[config.mk]
export PLATFORM = sky130hd
export DESIGN_NAME = sk_fifo
export DESIGN_NICKNAME = d
export VERILOG_FILES = /design/src/sample_kurtosis_unit_defines.svh /design/src/sk_pkg.sv /design/src/sk_fifo.sv
export SDC_FILE = /design/constraint.sdc
export NUM_CORES = 1
export LEC_CHECK = 0
export BUFFER_PORTS_ARGS = -buffer_cell sky130_fd_sc_hd__buf_4
export CAP_MARGIN = 20
export CELL_PAD_IN_SITES_DETAIL_PLACEMENT = 0
export CELL_PAD_IN_SITES_GLOBAL_PLACEMENT = 1
export CORE_UTILIZATION = 39
export DETAILED_ROUTE_END_ITERATION = 8
export GPL_TIMING_DRIVEN = 0
export PLACE_DENSITY_LB_ADDON = 0.1
export SYNTH_ARGS = -nofsm -noshare
export SYNTH_HDL_FRONTEND = slang
export SYNTH_SLANG_ARGS = --single-unit
[constraint.sdc]
create_clock -name i_clk -period 14 [get_ports i_clk]
set_input_delay 4.2 -clock i_clk [delete_from_list [all_inputs] [get_ports i_clk]]
set_output_delay 4.2 -clock i_clk [all_outputs]
set_load 0.01 [all_outputs]
[src/sample_kurtosis_unit_defines.svh]
// ----------------------------------------------------------------------------
// Sample kurtosis unit assertion macros
// Shared property forms for the checks in the top level.
// ----------------------------------------------------------------------------
`ifndef SAMPLE_KURTOSIS_UNIT_DEFINES_SVH
`define SAMPLE_KURTOSIS_UNIT_DEFINES_SVH

// same-cycle implication, held off during reset
`define SK_ASSERT_NOW(lbl, clk, rst_n, ante, cons) \
    lbl: assert property (@(posedge clk) disable iff (!(rst_n)) (ante) |-> (cons)) \
        else $error("sample kurtosis check failed");

// next-cycle implication, held off during reset
`define SK_ASSERT_NEXT(lbl, clk, rst_n, ante, cons) \
    lbl: assert property (@(posedge clk) disable iff (!(rst_n)) (ante) |=> (cons)) \
        else $error("sample kurtosis check failed");

`endif

[src/sk_pkg.sv]
// ----------------------------------------------------------------------------
// Sample kurtosis package
// Widths, codes and the per-set summary passed from front to back.
// ----------------------------------------------------------------------------
package sk_pkg;
    localparam int MAX_SAMPLES = 4096;
    localparam int FRAC_BITS   = 16;
    localparam int SAMPLE_W    = 12;
    localparam int DEV_W       = SAMPLE_W + 1;
    localparam int SQ_W        = 2 * DEV_W - 2;
    localparam int QD_W        = 2 * SQ_W;
    localparam int CNT_W       = $clog2(MAX_SAMPLES + 1);
    localparam int S2_W        = 37;
    localparam int S4_W        = 61;
    localparam int WIDE_W      = 128;
    localparam int MUL_W       = S2_W;
    localparam int BIT_W       = $clog2(WIDE_W);
    localparam int VALUE_W     = 32;
    localparam int FIFO_DEPTH  = 4;
    localparam int FIFO_AW     = $clog2(FIFO_DEPTH);
    localparam int LVL_W       = FIFO_AW + 1;

    localparam logic [1:0] ST_OK   = 2'd0;
    localparam logic [1:0] ST_FEW  = 2'd1;
    localparam logic [1:0] ST_FLAT = 2'd2;
    localparam logic [1:0] ST_MANY = 2'd3;

    localparam logic CFG_CENTER = 1'b0;
    localparam logic CFG_PLAIN  = 1'b1;

    typedef struct packed {
        logic [CNT_W-1:0] count;
        logic [S2_W-1:0]  s2;
        logic [S4_W-1:0]  s4;
        logic             ovf;
        logic             plain;
    } t_set_sum;
endpackage

[src/sk_fifo.sv]
// ----------------------------------------------------------------------------
// Set summary queue
// Small FIFO between the accumulating front end and the ratio back end.
// ----------------------------------------------------------------------------
module sk_fifo import sk_pkg::*; (
    input  logic             i_clk,
    input  logic             i_rst_n,
    input  logic             i_push,
    input  t_set_sum         i_data,
    input  logic             i_pop,
    output t_set_sum         o_data,
    output logic             o_empty,
    output logic [LVL_W-1:0] o_level
);
    t_set_sum           r_mem [FIFO_DEPTH];
    logic [FIFO_AW-1:0] r_wr, r_rd;
    logic [LVL_W-1:0]   r_level;

    assign o_data  = r_mem[r_rd];
    assign o_empty = r_level == '0;
    assign o_level = r_level;

    always_ff @(posedge i_clk) begin
        if (i_push) begin
            r_mem[r_wr] <= i_data;
        end
        if (!i_rst_n) begin
            r_wr    <= '0;
            r_rd    <= '0;
            r_level <= '0;
        end else begin
            if (i_push) begin
                r_wr <= r_wr + 1'b1;
            end
            if (i_pop) begin
                r_rd <= r_rd + 1'b1;
            end
            r_level <= r_level + LVL_W'(i_push) - LVL_W'(i_pop);
        end
    end
endmodule

==> flow_metrics.py <==
metrics = {
    "power": {
        "ir_worst_vdd_mv": 0.0990,
        "p_clk_share_pct": 38.0,
        "switching_share_pct": 21.6,
        "power_density_mw_per_mm2": 150,
        "static-leakage-power_uw": 0.00705,
        "finalPower_uw": 3140,
        "p_comb_share_pct": 10.9,
        "p_switching_uw": 678,
        "p_int_uw": 2460,
        "pwr-share-seq_pct": 51.1,
    },
    "finish": {
        "drive_above_1_share_pct": 46.4,
        "fin_area_sq_mm": 0.0209,
        "final_cell_mix": "edfxtp_1, buf_4, mux4_2",
        "register_area_sq_mm": 0.0138,
        "final_util_pct": 49.6,
        "area_delta_synth_final_pct": 24.7,
        "num_antenna_cells": 0,
        "multi_input_area_sq_mm": 0.00279,
        "fin_nets": 1048,
        "fin_cells": 1501,
        "fill_cells": 3371,
        "final_common_cell": "edfxtp_1",
    },
    "clock_network": {
        "ctsResizeCount": 0,
        "cts_max_level": 2,
        "clock_path_buffers": 3,
        "root_buffer": "clkbuf_16",
        "cts_tree": "done",
        "cts_sinks": 461,
        "clk_latency_ps": 570,
        "numCtsBuffers": 48,
        "postCtsSetupBuffers": 0,
        "hold_buffers": 0,
        "cts.clk_slew.worst_paths_ps": 50,
    },
    "sta": {
        "max_freq_ghz": 0.151,
        "finalCriticalPeriod_ps": 6640,
        "setup_tns_ps": 0,
        "tightest_slew_ps": 678,
        "finalSetupViolations": 0,
        "drv_slew": 0,
        "slew-limit-headroom_pct": 54.8,
        "final-hold-violation-count": 0,
        "rsz0062_at_grt": "no",
        "finClkSkew_ps": 12.4,
        "fin_crit_sh_pct": 47.4,
    },
    "routing": {
        "via_per_inst": 4.99,
        "dr.pass1.iters": 4,
        "wl_met3_mm": 2.45,
        "vias": 7491,
        "drt-total-wl_mm": 32.8,
        "wl_per_cell_um": 21.9,
        "routed.top_layer": "met5",
        "antenna_left": 0,
        "met1_length_mm": 12.9,
        "first_iter_violations": 322,
        "wl_met2_mm": 16.6,
        "drc_errors": 0,
    },
    "logic_synthesis": {
        "synth_cells": 633,
        "synth_seq_cells": 461,
        "syn_area_per_cell_sq_um": 26.5,
        "synthesis.nets": 757,
        "netlist.area_leader.share_pct": 80.9,
        "syn_area_sq_mm": 0.0168,
        "synth_top_cells_by_area": "edfxtp_1, mux4_2, dfxtp_1",
        "synth_largest_area_cell": "edfxtp_1",
        "yosys_warnings": 0,
        "synth_cell_types": 20,
        "yosysSeqAreaShare_pct": 82.0,
    },
    "setup_path": {
        "critPathKind": "reg -> out",
        "reg2reg_slack_ps": 12320,
        "slowest_stage": "buf_2",
        "r2r_end": "o_level[2]$_SDFF_PN0_",
        "cp_data_required_time_ps": 9800,
        "reg2reg_depth": 7,
        "crit_path_end": "o_data[98]",
        "cp-end-kind": "output pin",
        "critPathArrivalTime_ps": 2440,
        "crit_top_cell": "buf_2",
        "cpPeakStageDelay_ps": 400,
        "worstSetupStartpointType": "flip-flop",
        "crit_fanout": 10,
        "rr_startpoint": "o_level[0]$_SDFF_PN0_",
        "cp_cell_sequence": "clkbuf_1 > buf_2 > buf_2 > mux4_2 > buf_4",
    },
    "die": {
        "fp.dieH_um": 209,
        "dieWidth_um": 209,
        "start_util_pct": 39.8,
        "io_pins": 234,
        "core-area_sq_mm": 0.0421,
        "rows": 75,
        "dieArea_sq_mm": 0.0438,
    },
    "placed_design": {
        "gp_congestion": 0.683,
        "dp.cells": 1413,
        "place_hpwl_mm": 20.3,
        "placed_area_sq_mm": 0.0194,
        "place.port_buffers": 233,
    },
    "grt": {
        "grt-ovfl-total": 0,
        "grt_max_degree": 57,
        "grt_pass1_wl_mm": 49.2,
        "grt_pass1_vias": 8211,
        "antenna_found_initial": 2,
        "grt.total_usage_pct": 15.2,
    },
    "status": {
        "status": "finished clean",
    },
    "flow_run": {
        "maxCapViolCount": 0,
    },
    "min_path": {
        "hold_path.class": "reg -> reg",
    },
}
## how the worst min path moves through the flow
stage | startpoint | to | depth (start not counted)
5_1_grt | r_rd[1]$_SDFFE_PN0P_ | flip-flop | 2
2_1_floorplan | r_rd[1]$_SDFFE_PN0P_ | flip-flop | 2
3_3_place_gp | r_rd[1]$_SDFFE_PN0P_ | flip-flop | 2
3_5_place_dp | r_rd[1]$_SDFFE_PN0P_ | flip-flop | 2
6_report | r_rd[1]$_SDFFE_PN0P_ | flip-flop | 2
4_1_cts | r_rd[1]$_SDFFE_PN0P_ | r_rd[1]$_SDFFE_PN0P_ | 2
## per-stage QoR
step,hold slack [ps],setup WS (ps)
6_report,550,7360
5_1_grt,610,7160
4_1_cts,555,7240
3_5_place_dp,545,7870
3_3_place_gp,513,4430
2_1_floorplan,499,6720
## sequential cells by signal, indices dropped and copies added (netlist names), named ones only
name / cells
r_mem: 452
o_level: 3
r_rd: 2
r_wr: 2
## routing by layer
metal  track usage, %  vias up
met5                0        -
met4             5.73        4
met3             4.73       63
met2             25.9      204
met1             18.1     3911
li1                 -     3309
## critical path: cells and delay by family (launching register included)
family                 cells  cell delay [ps]
buffers and inverters      4             1210
muxes                      1              360
DFF                        1              300
## cell type report
type | count | area share, %
buffer | 26 | 1.02
clock buffer | 59 | 6.05
clock inverter | 29 | 1.04
inverter | 7 | 0.126
multi-input combinational | 139 | 13.3
sequential | 461 | 65.8
tap | 539 | 3.23
timing repair buffer | 241 | 9.42
## power groups by stage
| stage | sequential (uW) | combinational [uW] | clock (uW) |
|---|---|---|---|
| after floorplan | 1630 | 174 | 0 |
| after global placement | 1640 | 334 | 0 |
| after detailed placement | 1630 | 352 | 0 |
| after CTS | 1600 | 352 | 1230 |
| after global routing | 1610 | 369 | 1270 |
| final | 1600 | 342 | 1190 |
## synth_stat cells, drive strengths merged
| cell | instances |
|---|---|
| edfxtp | 452 |
| mux4 | 113 |
| buf | 22 |
| dfxtp | 9 |
| inv | 7 |
| and2 | 6 |
| ha | 6 |
| nor2 | 5 |
| clkbuf | 4 |
| xnor2 | 2 |
| a21bo | 1 |
| a21oi | 1 |
| fa | 1 |
| mux2i | 1 |
| nand3b | 1 |
| nor3 | 1 |
| xor3 | 1 |
## kinds of logic (layout without fill, tap and decap cells)
family          count (synthesis)  in the layout  synth area share (%)
mux                           114            114                  15.2
buf+inv                        33            362                  1.43
flops                         461            461                  82.0
compound gates                  2              2                0.0895
simple gates                   13             13                 0.410
fa+ha+maj                       7              7                 0.567
xor+xnor                        3              3                 0.246
Note: power is estimated with default switching activity, not from simulation.
