File: config.mk
export PLATFORM = sky130hd
export DESIGN_NAME = sk_front
export DESIGN_NICKNAME = d
export VERILOG_FILES = /design/src/sample_kurtosis_unit_defines.svh /design/src/sk_pkg.sv /design/src/sk_front.sv
export SDC_FILE = /design/constraint.sdc
export NUM_CORES = 2
export LEC_CHECK = 0
export BUFFER_PORTS_ARGS = -buffer_cell sky130_fd_sc_hd__buf_2
export CORE_ASPECT_RATIO = 0.6
export CORE_MARGIN = 1.5
export CORE_UTILIZATION = 45
export DETAILED_ROUTE_END_ITERATION = 7
export HOLD_SLACK_MARGIN = 0.15
export PLACE_DENSITY_LB_ADDON = 0.08
export SLEW_MARGIN = 10
export SYNTH_ARGS = -nofsm -noshare
export SYNTH_HDL_FRONTEND = slang
export SYNTH_SLANG_ARGS = --single-unit
File: constraint.sdc
create_clock -name i_clk -period 7.95 [get_ports i_clk]
set_input_delay 1.59 -clock i_clk [delete_from_list [all_inputs] [get_ports i_clk]]
set_output_delay 1.59 -clock i_clk [all_outputs]
set_load 0.03 [all_outputs]
File: src/sample_kurtosis_unit_defines.svh
// ----------------------------------------------------------------------------
// Sample kurtosis unit assertion macros
// Shared property forms for the checks in the top level.
// ----------------------------------------------------------------------------
`ifndef SAMPLE_KURTOSIS_UNIT_DEFINES_SVH
`define SAMPLE_KURTOSIS_UNIT_DEFINES_SVH

// same-cycle implication, held off during reset
`define SK_ASSERT_NOW(lbl, clk, rst_n, ante, cons) \
    lbl: assert property (@(posedge clk) disable iff (!(rst_n)) (ante) |-> (cons)) \
        else $error("sample kurtosis check failed");

// next-cycle implication, held off during reset
`define SK_ASSERT_NEXT(lbl, clk, rst_n, ante, cons) \
    lbl: assert property (@(posedge clk) disable iff (!(rst_n)) (ante) |=> (cons)) \
        else $error("sample kurtosis check failed");

`endif

File: src/sk_pkg.sv
// ----------------------------------------------------------------------------
// Sample kurtosis package
// Widths, codes and the per-set summary passed from front to back.
// ----------------------------------------------------------------------------
package sk_pkg;
    localparam int MAX_SAMPLES = 4096;
    localparam int FRAC_BITS   = 16;
    localparam int SAMPLE_W    = 12;
    localparam int DEV_W       = SAMPLE_W + 1;
    localparam int SQ_W        = 2 * DEV_W - 2;
    localparam int QD_W        = 2 * SQ_W;
    localparam int CNT_W       = $clog2(MAX_SAMPLES + 1);
    localparam int S2_W        = 37;
    localparam int S4_W        = 61;
    localparam int WIDE_W      = 128;
    localparam int MUL_W       = S2_W;
    localparam int BIT_W       = $clog2(WIDE_W);
    localparam int VALUE_W     = 32;
    localparam int FIFO_DEPTH  = 4;
    localparam int FIFO_AW     = $clog2(FIFO_DEPTH);
    localparam int LVL_W       = FIFO_AW + 1;

    localparam logic [1:0] ST_OK   = 2'd0;
    localparam logic [1:0] ST_FEW  = 2'd1;
    localparam logic [1:0] ST_FLAT = 2'd2;
    localparam logic [1:0] ST_MANY = 2'd3;

    localparam logic CFG_CENTER = 1'b0;
    localparam logic CFG_PLAIN  = 1'b1;

    typedef struct packed {
        logic [CNT_W-1:0] count;
        logic [S2_W-1:0]  s2;
        logic [S4_W-1:0]  s4;
        logic             ovf;
        logic             plain;
    } t_set_sum;
endpackage

File: src/sk_front.sv
// ----------------------------------------------------------------------------
// Sample kurtosis front end
// Accepts samples, forms d^2 and d^4 in a pipeline, accumulates the moments
// and pushes one summary per set into the queue.
// ----------------------------------------------------------------------------
module sk_front import sk_pkg::*; (
    input  logic                       i_clk,
    input  logic                       i_rst_n,
    input  logic                       i_valid,
    output logic                       o_ready,
    input  logic signed [SAMPLE_W-1:0] i_sample,
    input  logic                       i_last,
    input  logic signed [SAMPLE_W-1:0] i_center,
    input  logic                       i_plain,
    input  logic [LVL_W-1:0]           i_fifo_level,
    output logic                       o_push,
    output t_set_sum                   o_push_data
);
    typedef struct packed {
        logic             valid;
        logic             last;
        logic             counted;
        logic [CNT_W-1:0] count;
        logic             ovf;
        logic             plain;
    } t_meta;

    t_meta                   r_s1, r_s2, r_s3, n_s1;
    logic signed [DEV_W-1:0] r_dev;
    logic [SQ_W-1:0]         r_s2_sq, r_s3_sq;
    logic [QD_W-1:0]         r_s3_qd;
    logic [CNT_W-1:0]        r_cnt, cnt_inc;
    logic                    r_ovf;
    logic [S2_W-1:0]         r_acc_s2, sum_s2;
    logic [S4_W-1:0]         r_acc_s4, sum_s4;
    logic                    accept, counted;
    logic [LVL_W-1:0]        pending;
    logic [2*DEV_W-1:0]      sq_full;

    // reserve queue room for every set end still in flight
    assign pending = i_fifo_level + LVL_W'(r_s1.valid & r_s1.last)
                   + LVL_W'(r_s2.valid & r_s2.last) + LVL_W'(r_s3.valid & r_s3.last);
    assign o_ready = pending < LVL_W'(FIFO_DEPTH);
    assign accept  = i_valid & o_ready;
    assign counted = r_cnt < CNT_W'(MAX_SAMPLES);
    assign cnt_inc = r_cnt + CNT_W'(counted);
    assign sq_full = (2*DEV_W)'(r_dev * r_dev);

    always_comb begin
        n_s1.valid   = accept;
        n_s1.last    = i_last;
        n_s1.counted = counted;
        n_s1.count   = cnt_inc;
        n_s1.ovf     = r_ovf | ~counted;
        n_s1.plain   = i_plain;
    end

    assign sum_s2 = r_acc_s2 + (r_s3.counted ? S2_W'(r_s3_sq) : '0);
    assign sum_s4 = r_acc_s4 + (r_s3.counted ? S4_W'(r_s3_qd) : '0);

    assign o_push            = r_s3.valid & r_s3.last;
    assign o_push_data.count = r_s3.count;
    assign o_push_data.s2    = sum_s2;
    assign o_push_data.s4    = sum_s4;
    assign o_push_data.ovf   = r_s3.ovf;
    assign o_push_data.plain = r_s3.plain;

    always_ff @(posedge i_clk) begin
        r_dev   <= DEV_W'(i_sample) - DEV_W'(i_center);
        r_s2_sq <= sq_full[SQ_W-1:0];
        r_s3_sq <= r_s2_sq;
        r_s3_qd <= r_s2_sq * r_s2_sq;
        if (!i_rst_n) begin
            r_s1     <= '0;
            r_s2     <= '0;
            r_s3     <= '0;
            r_cnt    <= '0;
            r_ovf    <= 1'b0;
            r_acc_s2 <= '0;
            r_acc_s4 <= '0;
        end else begin
            r_s1 <= n_s1;
            r_s2 <= r_s1;
            r_s3 <= r_s2;
            if (accept) begin
                if (i_last) begin
                    r_cnt <= '0;
                    r_ovf <= 1'b0;
                end else begin
                    r_cnt <= cnt_inc;
                    r_ovf <= n_s1.ovf;
                end
            end
            if (r_s3.valid) begin
                if (r_s3.last) begin
                    r_acc_s2 <= '0;
                    r_acc_s4 <= '0;
                end else begin
                    r_acc_s2 <= sum_s2;
                    r_acc_s4 <= sum_s4;
                end
            end
        end
    end
endmodule

==> key figures <==
Floorplanning
  – Rows: 78
  – Die width: 359.3 um
  – Core area: 75,440 um2
  – Die height: 216.8 um
  – Die Area: 77,890 um2
  – Number of I/O pins: 147
  – Starting Density: 45.43%

Status
  – Status: finished, final reports clean

Final layout
  – Area Overhead vs Synth: 8.692%
  – Layout cells sized above 1: 8.413%
  – Filler Cell Count: 7,286
  – Fin nets: 4,767

Logic synthesis
  – Syn avg cell area: 9.145 um2
  – Part of the Yosys area used for sequential elements: 15.83%
  – Post-synthesis cell type count: 87
  – Post-Synthesis Cell Area: 34,270 um2
  – Synth Area in Adders: 44.08%
  – YS warnings: 0
  – Main combinational cell family by area after synthesis: adder cells
  – Gate Count Post-Synth: 3,748
  – Area contributors post-synth: fa_1, dfxtp_1, ha_1
  – Synth area leader: fa_1
  – Post-synthesis compound-gate area fraction: 11.09%
  – Simple-gate area share of the yosys netlist: 14.01%
  – Synthesized flop and latch total: 271
  – Post-synthesis mux area share: 0.1898%
  – Fraction of synthesized cell area in xor and xnor cells: 4.881%
  – Post-synth EDFFs: 0
  – Post-synth top area share: 31.48%
  – Async S/R FF share, synth: 0%
  – Post-synth top flop: dfxtp_1

Setup path
  – Crit Path Class: flop to flop
  – Setup crit end kind: flop
  – CP max stage delay: 0.70 ns
  – Critical-path top delay cell: dfxtp_1
  – FF-to-FF End: r_s3_qd[45]
  – Arrival @ worst endpoint: 8.02 ns
  – Startpoint Class: flop
  – Most used cell, CP: fa_1
  – Worst reg-to-reg path cell count: 24
  – Worst Path Required: 8.43 ns
  – CP Max Fanout: 8
  – Reg-to-reg slack, setup: 0.41 ns
  – Worst-path cell chain: buf_4 > and2_1 > fa_1 > fa_1 > inv_1 > fa_1 > inv_1 > fa_1 > inv_1 > fa_1 > fa_1 > fa_1 > inv_1 > ha_1 > nand3_1 > nor2_1 > a31oi_1 > a311oi_1 > o21bai_2 > a211oi_2 > o21ai_2 > a21oi_1 > o21a_1 > o311ai_2
  – RR Startpoint: r_s2_sq[21]

Drt
  – Drt pass-1 iters: 5
  – Final WL: 92,910 um
  – Violation count after the first detailed-route iteration: 1,677
  – WL per Instance: 19.06 um
  – Via/cell ratio: 5.051
  – DR vias: 24.63k
  – DR DRC count: 0
  – Detail Route Antenna Nets: 0

Clocking
  – Root buf cell: clkbuf_16
  – CTS H-tree lvls: 1
  – Total CTS buffers: 30
  – Max clock buf depth: 3
  – Cts hold-fix bufs: 0
  – Reg clk slew, reported paths: 0.07 ns
  – CTS Sinks: 271
  – TritonCTS clock tree: done
  – Worst skew pair latency: 0.62 ns
  – Post-CTS setup buffers: 0

GRT
  – GRT Total Usage: 24.56%
  – First-pass GRT wire length: 148,400 um
  – Gr ovfl total: 0
  – Vias in the first global route: 24.93k
  – Pin count of the biggest net entering global routing: 76
  – Initial antenna violation count: 2

STA
  – Unrepaired setup endpoints after global routing: no
  – Final Max Tran Viols: 0
  – Clock Skew: 0.03076 ns
  – Final min period: 7.538 ns
  – Crit share post-route: 94.82%
  – Slew at the pin closest to its max-slew limit: 1.143 ns
  – Final Worst Setup Slack: 0.4115 ns
  – Setup TNS: 0 ns
  – Max-slew headroom: 23.63%
  – F_max: 132.7 MHz
  – Final setup fails: 0
  – Hold Violations, Final: 0

Min path
  – Hold Path Depth: 1
  – Worst Hold Endpoint: r_s2[13]
  – Hold WC Path Type: flop to flop
  – Hold Startpoint: r_s1[13]

Placed design
  – Final GP Congestion: 0.9161
  – Dpl ws: 0.3859 ns
  – HPWL Detailed: 77,380 um
  – I/O Buffers: 146

Job
  – Max_cap viols: 0
placed cells by master (no fill, tap or decap), drive strengths merged, types with 13 or more instances in the layout:
cell type	count
fa	539
nand4	22
o211ai	13
nor2	202
a22o	31
inv	728
a21o	66
a211oi	13
and2	273
or3	14
nor3	21
xnor2	123
nand3	36
nor2b	20
o21bai	20
conb	17
and3	36
xor2	68
ha	345
o21a	29
dfxtp	271
nor4	13
o21ai	102
nand2	264
a22oi	45
clkbuf	39
nand2b	25
a21oi	154
a31oi	16
buf	209
synthesized netlist by cell type (all sizes together) (7+ instances only):
cell and n:
or2 7, clkbuf 121, a21o 66, o211ai 13
nand2 264, nand4 22, a22oi 45, and2 273
xor2 68, fa 539, nor3 21, nor2 202
o31ai 7, xnor2 123, a21boi 10, nand3 36
inv 725, a22o 31, a211oi 13, ha 345
o21ai 102, o21bai 20, nor4 13, buf 32
dfxtp 271, and3 36, nand2b 25, nand3b 8
a21oi 154, a41oi 10, o21a 29, nor2b 20
a31oi 16, or3 14
through the flow:
| step | util, % | instance area, um2 | std cells | hold slack [ns] |
|---|---|---|---|---|
| finish | 49.38 | 37250 | 4876 | 0.4280 |
| global placement | 47.95 | 36170 | 4819 | 0.4143 |
| CTS | 49.36 | 37240 | 4875 | 0.4287 |
| detailed placement | 47.95 | 36170 | 4819 | 0.4183 |
| floorplan | - | 34330 | 3763 | 0.3290 |
| global route | 49.38 | 37250 | 4875 | 0.4424 |
final cells by class:
| class | instances | area [um2] | area share (%) |
|---|---|---|---|
| Tap cell | 1000 | 1251 | 3.359 |
| Antenna cell | 1 | 2.502 | 0.006717 |
| Inverter | 725 | 2721 | 7.305 |
| Clock inverter | 17 | 214.0 | 0.5743 |
| Timing Repair Buffer | 209 | 1241 | 3.332 |
| Multi-Input combinational cell | 2614 | 25540 | 68.55 |
| Clock buffer | 39 | 854.6 | 2.294 |
| Sequential cell | 271 | 5433 | 14.58 |
cell families (layout without fill, tap and decap cells):
kind of cell | Yosys count | after routing
AND/OR/NAND/NOR | 952 | 952
adder cells (fa/ha/maj) | 884 | 884
buffers and inverters | 878 | 990
AO/OA/AOI/OAI | 564 | 564
flip-flops | 271 | 271
XOR/XNOR | 191 | 191
multiplexers | 6 | 6
other | 2 | 18
routing by layer:
metal	part of all wire [%]	wire (um)	track usage, %	vias to the layer above
met5	0	0	0	-
met4	1.2	1118	2.936	0
met3	9.2	8513	8.097	60
met2	37	34230	32.20	623
met1	53	49050	39.15	11920
li1	-	-	-	12030
worst max path at each step:
stage,startpoint,end,slack (ns)
final,r_s2_sq[21],r_s3_qd[45],0.41
after global routing,r_s2_sq[2],r_s3_qd[43],0.01
after detailed placement,r_s2_sq[5],r_s3_qd[46],0.39
after CTS,r_s2_sq[5],r_s3_qd[46],0.37
after floorplan,r_s2_sq[8],r_s3_qd[45],1.16
after global placement,r_s2_sq[5],r_s3_qd[46],0.49
repair_timing:
action | in CTS | in global routing
resized for setup | 0 | 7
setup endpoints to repair | 0 | 5
hold endpoints to repair | 0 | 0
sequential cells by signal, summed over array words and instances (netlist names), 15 cells and up:
signal / cells
r_s3_qd: 47
r_s1: 18
o_push_data: 15
r_acc_s2: 37
r_s2: 18
r_s2_sq: 23
r_acc_s4: 61
r_s3_sq: 22
worst max-delay path, delay by kind of cell, from the launching register on:
family / cells / cell delay (ns)
flip-flops: 1 / 0.70
AND/OR/NAND/NOR: 3 / 0.41
buffers and inverters: 5 / 0.45
AO/OA/AOI/OAI: 8 / 1.92
adder cells (fa/ha/maj): 8 / 3.92
Power is not shown: default switching activity piles up to over one toggle a cycle in this logic, so the estimate is an artifact.
